===== src/hw/rtl/nec_pkg.sv =====
// ----------------------------------------------------------------------------
// nec_pkg
// Types and constants of the NFA matcher.
// ----------------------------------------------------------------------------
`timescale 1ns / 1ps
package nec_pkg;
   localparam int NUM_STATES  = 16;
   localparam int SYMBOL_BITS = 8;
   localparam int STATE_BITS  = $clog2(NUM_STATES);
   localparam int SYM_COUNT   = 1 << SYMBOL_BITS;
   localparam int TABLE_DEPTH = NUM_STATES * SYM_COUNT;
   localparam int TABLE_ABITS = $clog2(TABLE_DEPTH);
   localparam int ENTRY_BITS  = 5;

   localparam logic [1:0] MODE_WRITE   = 2'd0;
   localparam logic [1:0] MODE_EPSILON = 2'd1;
   localparam logic [1:0] MODE_RESTART = 2'd2;
   localparam logic [1:0] MODE_CONSUME = 2'd3;

   localparam logic [0:0] REG_INITIAL = 1'b0;
   localparam logic [0:0] REG_FINAL   = 1'b1;

   typedef struct packed {
      logic [1:0] mode;
      logic [7:0] symbol;
      logic [3:0] from_state;
      logic [3:0] to_state;
   } req_type;

   typedef struct packed {
      logic        accepted;
      logic        dead;
      logic [15:0] active_set;
   } rsp_type;

   typedef struct packed {
      logic load_req;
      logic clear_start;
      logic clear_step;
      logic write_entry;
      logic write_eps;
      logic load_init;
      logic move_start;
      logic move_step;
      logic move_commit;
      logic close_step;
   } cmd_type;

   typedef struct packed {
      logic [1:0] mode;
      logic       clear_last;
      logic       move_last;
      logic       close_done;
   } sts_type;
endpackage


===== src/hw/rtl/nec_control.sv =====
// ----------------------------------------------------------------------------
// nec_control
// Sequencer of the NFA matcher: table clear, writes, move and closure.
// ----------------------------------------------------------------------------
`timescale 1ns / 1ps
module nec_control (
   input  logic             clock,
   input  logic             reset,
   input  logic             req_valid,
   output logic             req_ready,
   output logic             rsp_valid,
   input  logic             rsp_ready,
   input  nec_pkg::sts_type sts,
   output nec_pkg::cmd_type cmd
);
   import nec_pkg::*;

   localparam logic [2:0] ST_CLEAR = 3'd0;
   localparam logic [2:0] ST_IDLE  = 3'd1;
   localparam logic [2:0] ST_EXEC  = 3'd2;
   localparam logic [2:0] ST_MOVE  = 3'd3;
   localparam logic [2:0] ST_DRAIN = 3'd4;
   localparam logic [2:0] ST_CLOSE = 3'd5;
   localparam logic [2:0] ST_RESP  = 3'd6;

   logic [2:0] state_ff, state_in;
   logic       first_ff;

   assign req_ready = (state_ff == ST_IDLE);
   assign rsp_valid = (state_ff == ST_RESP);

   always_comb begin
      cmd = '0;
      state_in = state_ff;
      unique case (state_ff)
         ST_CLEAR: begin
            cmd.clear_step = 1'b1;
            if (sts.clear_last) state_in = ST_IDLE;
         end
         ST_IDLE: begin
            cmd.load_req = req_valid;
            if (req_valid) state_in = ST_EXEC;
         end
         ST_EXEC: begin
            unique case (sts.mode)
               MODE_WRITE: begin
                  cmd.write_entry = 1'b1;
                  state_in = ST_RESP;
               end
               MODE_EPSILON: begin
                  cmd.write_eps = 1'b1;
                  state_in = ST_RESP;
               end
               MODE_RESTART: begin
                  cmd.load_init = 1'b1;
                  state_in = ST_CLOSE;
               end
               MODE_CONSUME: begin
                  cmd.move_start = 1'b1;
                  state_in = ST_MOVE;
               end
               default: state_in = ST_RESP;
            endcase
         end
         ST_MOVE: begin
            cmd.move_step = 1'b1;
            if (sts.move_last) state_in = ST_DRAIN;
         end
         ST_DRAIN: begin
            if (!first_ff) begin
               cmd.move_commit = 1'b1;
               state_in = ST_CLOSE;
            end
         end
         ST_CLOSE: begin
            cmd.close_step = 1'b1;
            if (sts.close_done) state_in = ST_RESP;
         end
         ST_RESP: begin
            if (rsp_ready) state_in = ST_IDLE;
         end
         default: state_in = ST_IDLE;
      endcase
   end

   always_ff @(posedge clock) begin
      if (reset) begin
         state_ff <= ST_CLEAR;
         first_ff <= 1'b0;
      end else begin
         state_ff <= state_in;
         first_ff <= (state_ff == ST_MOVE) && (state_in == ST_DRAIN);
      end
   end
endmodule


===== config.mk =====
export PLATFORM = sky130hd
export DESIGN_NAME = nec_control
export DESIGN_NICKNAME = d
export VERILOG_FILES = /design/src/hw/rtl/nec_pkg.sv /design/src/hw/rtl/nec_control.sv
export SDC_FILE = /design/constraint.sdc
export NUM_CORES = 1
export LEC_CHECK = 0
export BUFFER_PORTS_ARGS = -buffer_cell sky130_fd_sc_hd__buf_2
export CORE_AREA = 2 2 39 41
export CTS_BUF_LIST = sky130_fd_sc_hd__clkbuf_4
export CTS_CLUSTER_DIAMETER = 50
export DETAILED_ROUTE_END_ITERATION = 12
export DIE_AREA = 0 0 41 43
export PLACE_DENSITY_LB_ADDON = 0.12
export SYNTH_ARGS = -nofsm -noshare
export SYNTH_HDL_FRONTEND = slang
export SYNTH_SLANG_ARGS = --single-unit

===== constraint.sdc =====
create_clock -name clock -period 1.5 [get_ports clock]
set_input_delay 0.225 -clock clock [delete_from_list [all_inputs] [get_ports clock]]
set_output_delay 0.225 -clock clock [all_outputs]
set_load 0.02 [all_outputs]

==> summary.md <==
| Metric | Value |
|---|---|
| Setup CP Type | reg2out |
| Synthesized netlist cell count | 51 |
| N_diodes | 0 |
| Crit path max fanout | 5 |
| Input/output buffers | 19 |
| Sequential-to-total area share from yosys stat | 0.2065 |
| Final hold slack | 0.1643 ns |
| Final hold viol count | 0 |
| Final setup vio count | 0 |
| DRT antenna net count | 0 |
| Leakage | 0.2620 nW |
| Post-route core utilization | 0.4078 |
| Min cycle time layout | 1.396 ns |
| Layout Cells excl Fill | 87 |
| Later-pin clock latency in the skew report | 0.24 ns |
| Critical path endpoint category | output port |
| Post-synth top flop | dfxtp_1 |
| Pwr/cell area | 977.9 mW/mm² |
| Largest net degree at the start of global routing | 20 |
| Routed len/inst | 11.53 µm |
| Pre-antenna DRT Iters | 2 |
| FP Rows | 14 |
| Via count | 419 |
| Total CTS buffers | 3 |
| Synthesis-to-finish area growth | 45.48% |
| GR Util All Layers | 0.1246 |
| Critical Path AT | 1.17 ns |
| Syn_area_per_cell | 7.605 µm² |
| Synth warn | 0 |
| Vias/cell | 4.816 |
| FFs w/ async S/R, synth | 0 |
| Status | completed |
| Peak supply drop | 0.3045 mV |
| DRC | 0 |
| CTS tree | built |
| Max-slew violation count | 0 |
| Fin crit share | 0.9306 |
| DIE AREA | 0.001763 mm² |
| Setup TNS | 0 ns |
| # nets final | 82 |
| Max Freq | 0.7164 GHz |
| Clock sink count | 4 |
| Total wire length | 1003 µm |
| Syn_nets | 60 |
| Setup WS post-layout | 0.1041 ns |
| Layout cells sized above 1 | 0.5211 |
| DP Wirelength | 716.2 µm |
| Starting DRT DRC Count | 3 |
| Synth Register Bits | 4 |
| Hold-fix buffers, CTS | 0 |
| Postcts setup bufs | 0 |
| Die H | 43 µm |
| Initial Util | 0.2803 |
| CTS Root Buffer Type | clkbuf_4 |
| Mapped cell area | 387.9 µm² |
| Post-synthesis cell type count | 29 |
| Final GP Congestion | 0.7327 |
| Initial antenna violation count | 0 |
| Global route overflow | 0 |
| Vias in the first global route | 348 |
| Worst path required time | 1.27 ns |
| Core area | 0.001384 mm² |
| Unrepaired setup endpoints after global routing | false |
| Post-synth EDFFs | 0 |
| First-pass GRT wire length | 1462 µm |
| Clock Skew | 0.007529 ns |
| Max_cap viols | 0 |
| Clock Tree Buf Depth | 2 |
| Crit path launch type | register |
| Die width | 41 µm |
| Pre-CTS WS | 0.06900 ns |
| I/O pin count | 21 |
| H-Tree Depth | 1 |
| Placed Cells | 84 |
| Hold WC Path Type | in2reg |
| CTS clk-pin slew, worst paths | 0.03 ns |
## critical path, cell delays in order, from the launching register on
cell and delay (ns):
dfxtp_2 0.34, nor2b_4 0.18, nand2b_4 0.08, nor3b_2 0.18, buf_4 0.16
## synthesized netlist by cell type, drive strengths merged (2+ instances only)
cell / instances / share of area
inv: 2 / 0.019
dfxtp: 4 / 0.21
nor3: 3 / 0.039
nor3b: 6 / 0.12
a31oi: 2 / 0.032
nand2: 4 / 0.039
and3b: 2 / 0.045
or3b: 2 / 0.045
o21ai: 2 / 0.026
a21oi: 2 / 0.026
buf: 5 / 0.071
## flip-flops by register name, indices dropped and copies added (netlist names)
register  flops
state_ff      3
first_ff      1
## per-layer routing
metal | track usage | part of all wire | routed length, µm
met5 | 0 | 0 | 0
met4 | 0.08000 | 0 | 0
met3 | 0.04188 | 0.066 | 66
met2 | 0.1813 | 0.49 | 491
met1 | 0.1484 | 0.44 | 445
## final timing paths
kind / start / endpoint / slack (ns) / cells after the start
min reg2reg: state_ff[2] / state_ff[2] / 0.56 / 2
max: state_ff[1] / cmd[4] / 0.10 / 4
max reg2reg: state_ff[2] / state_ff[0] / 0.32 / 3
min: reset / state_ff[0] / 0.16 / 2
## placed cells by master, fill, tap and decap left out, drive strengths merged, types with 2 or more instances in the layout
cell type / n
a21oi: 2
a31oi: 2
and3b: 2
buf: 22
clkbuf: 3
dfxtp: 4
inv: 2
nand2: 4
nor3: 3
nor3b: 6
o21ai: 2
or3b: 2
## power breakdown
| part | total, mW | switching (mW) | internal (mW) |
|---|---|---|---|
| registers | 0.154 | 0.0296 | 0.125 |
| clock network | 0.135 | 0.0458 | 0.0896 |
| logic | 0.262 | 0.137 | 0.125 |
## cells by family after synthesis
family | count (synthesis) | share of synthesized area
other | 1 | 0.009668
buffers and inverters | 7 | 0.09034
DFF | 4 | 0.2065
muxes | 1 | 0.02903
and+or+nand+nor | 26 | 0.4549
AOI/OAI and AO/OA | 12 | 0.2097
## area by class of cell
class / count / area (µm²)
sequential: 4 / 86.33
timing repair buffer: 22 / 123.9
inverter: 2 / 7.507
multi-input combinational: 40 / 304.0
fill: 149 / 819.5
clock buffer: 3 / 22.52
tap: 16 / 20.02
## metrics by stage
stage | power, mW | cell area (µm²)
3_5_place_dp | 0.3926 | 504.2
4_1_cts | 0.5425 | 543.0
2_1_floorplan | 0.3192 | 394.1
5_1_grt | 0.5999 | 564.3
3_3_place_gp | 0.3931 | 504.2
6_report | 0.5518 | 564.3
## what timing repair did
action | CTS | global route
gates resized for setup | 5 | 6
hold endpoints to repair | 0 | 0
endpoints found under the setup margin | 8 | 6
Power figures use the tool's default switching activity.
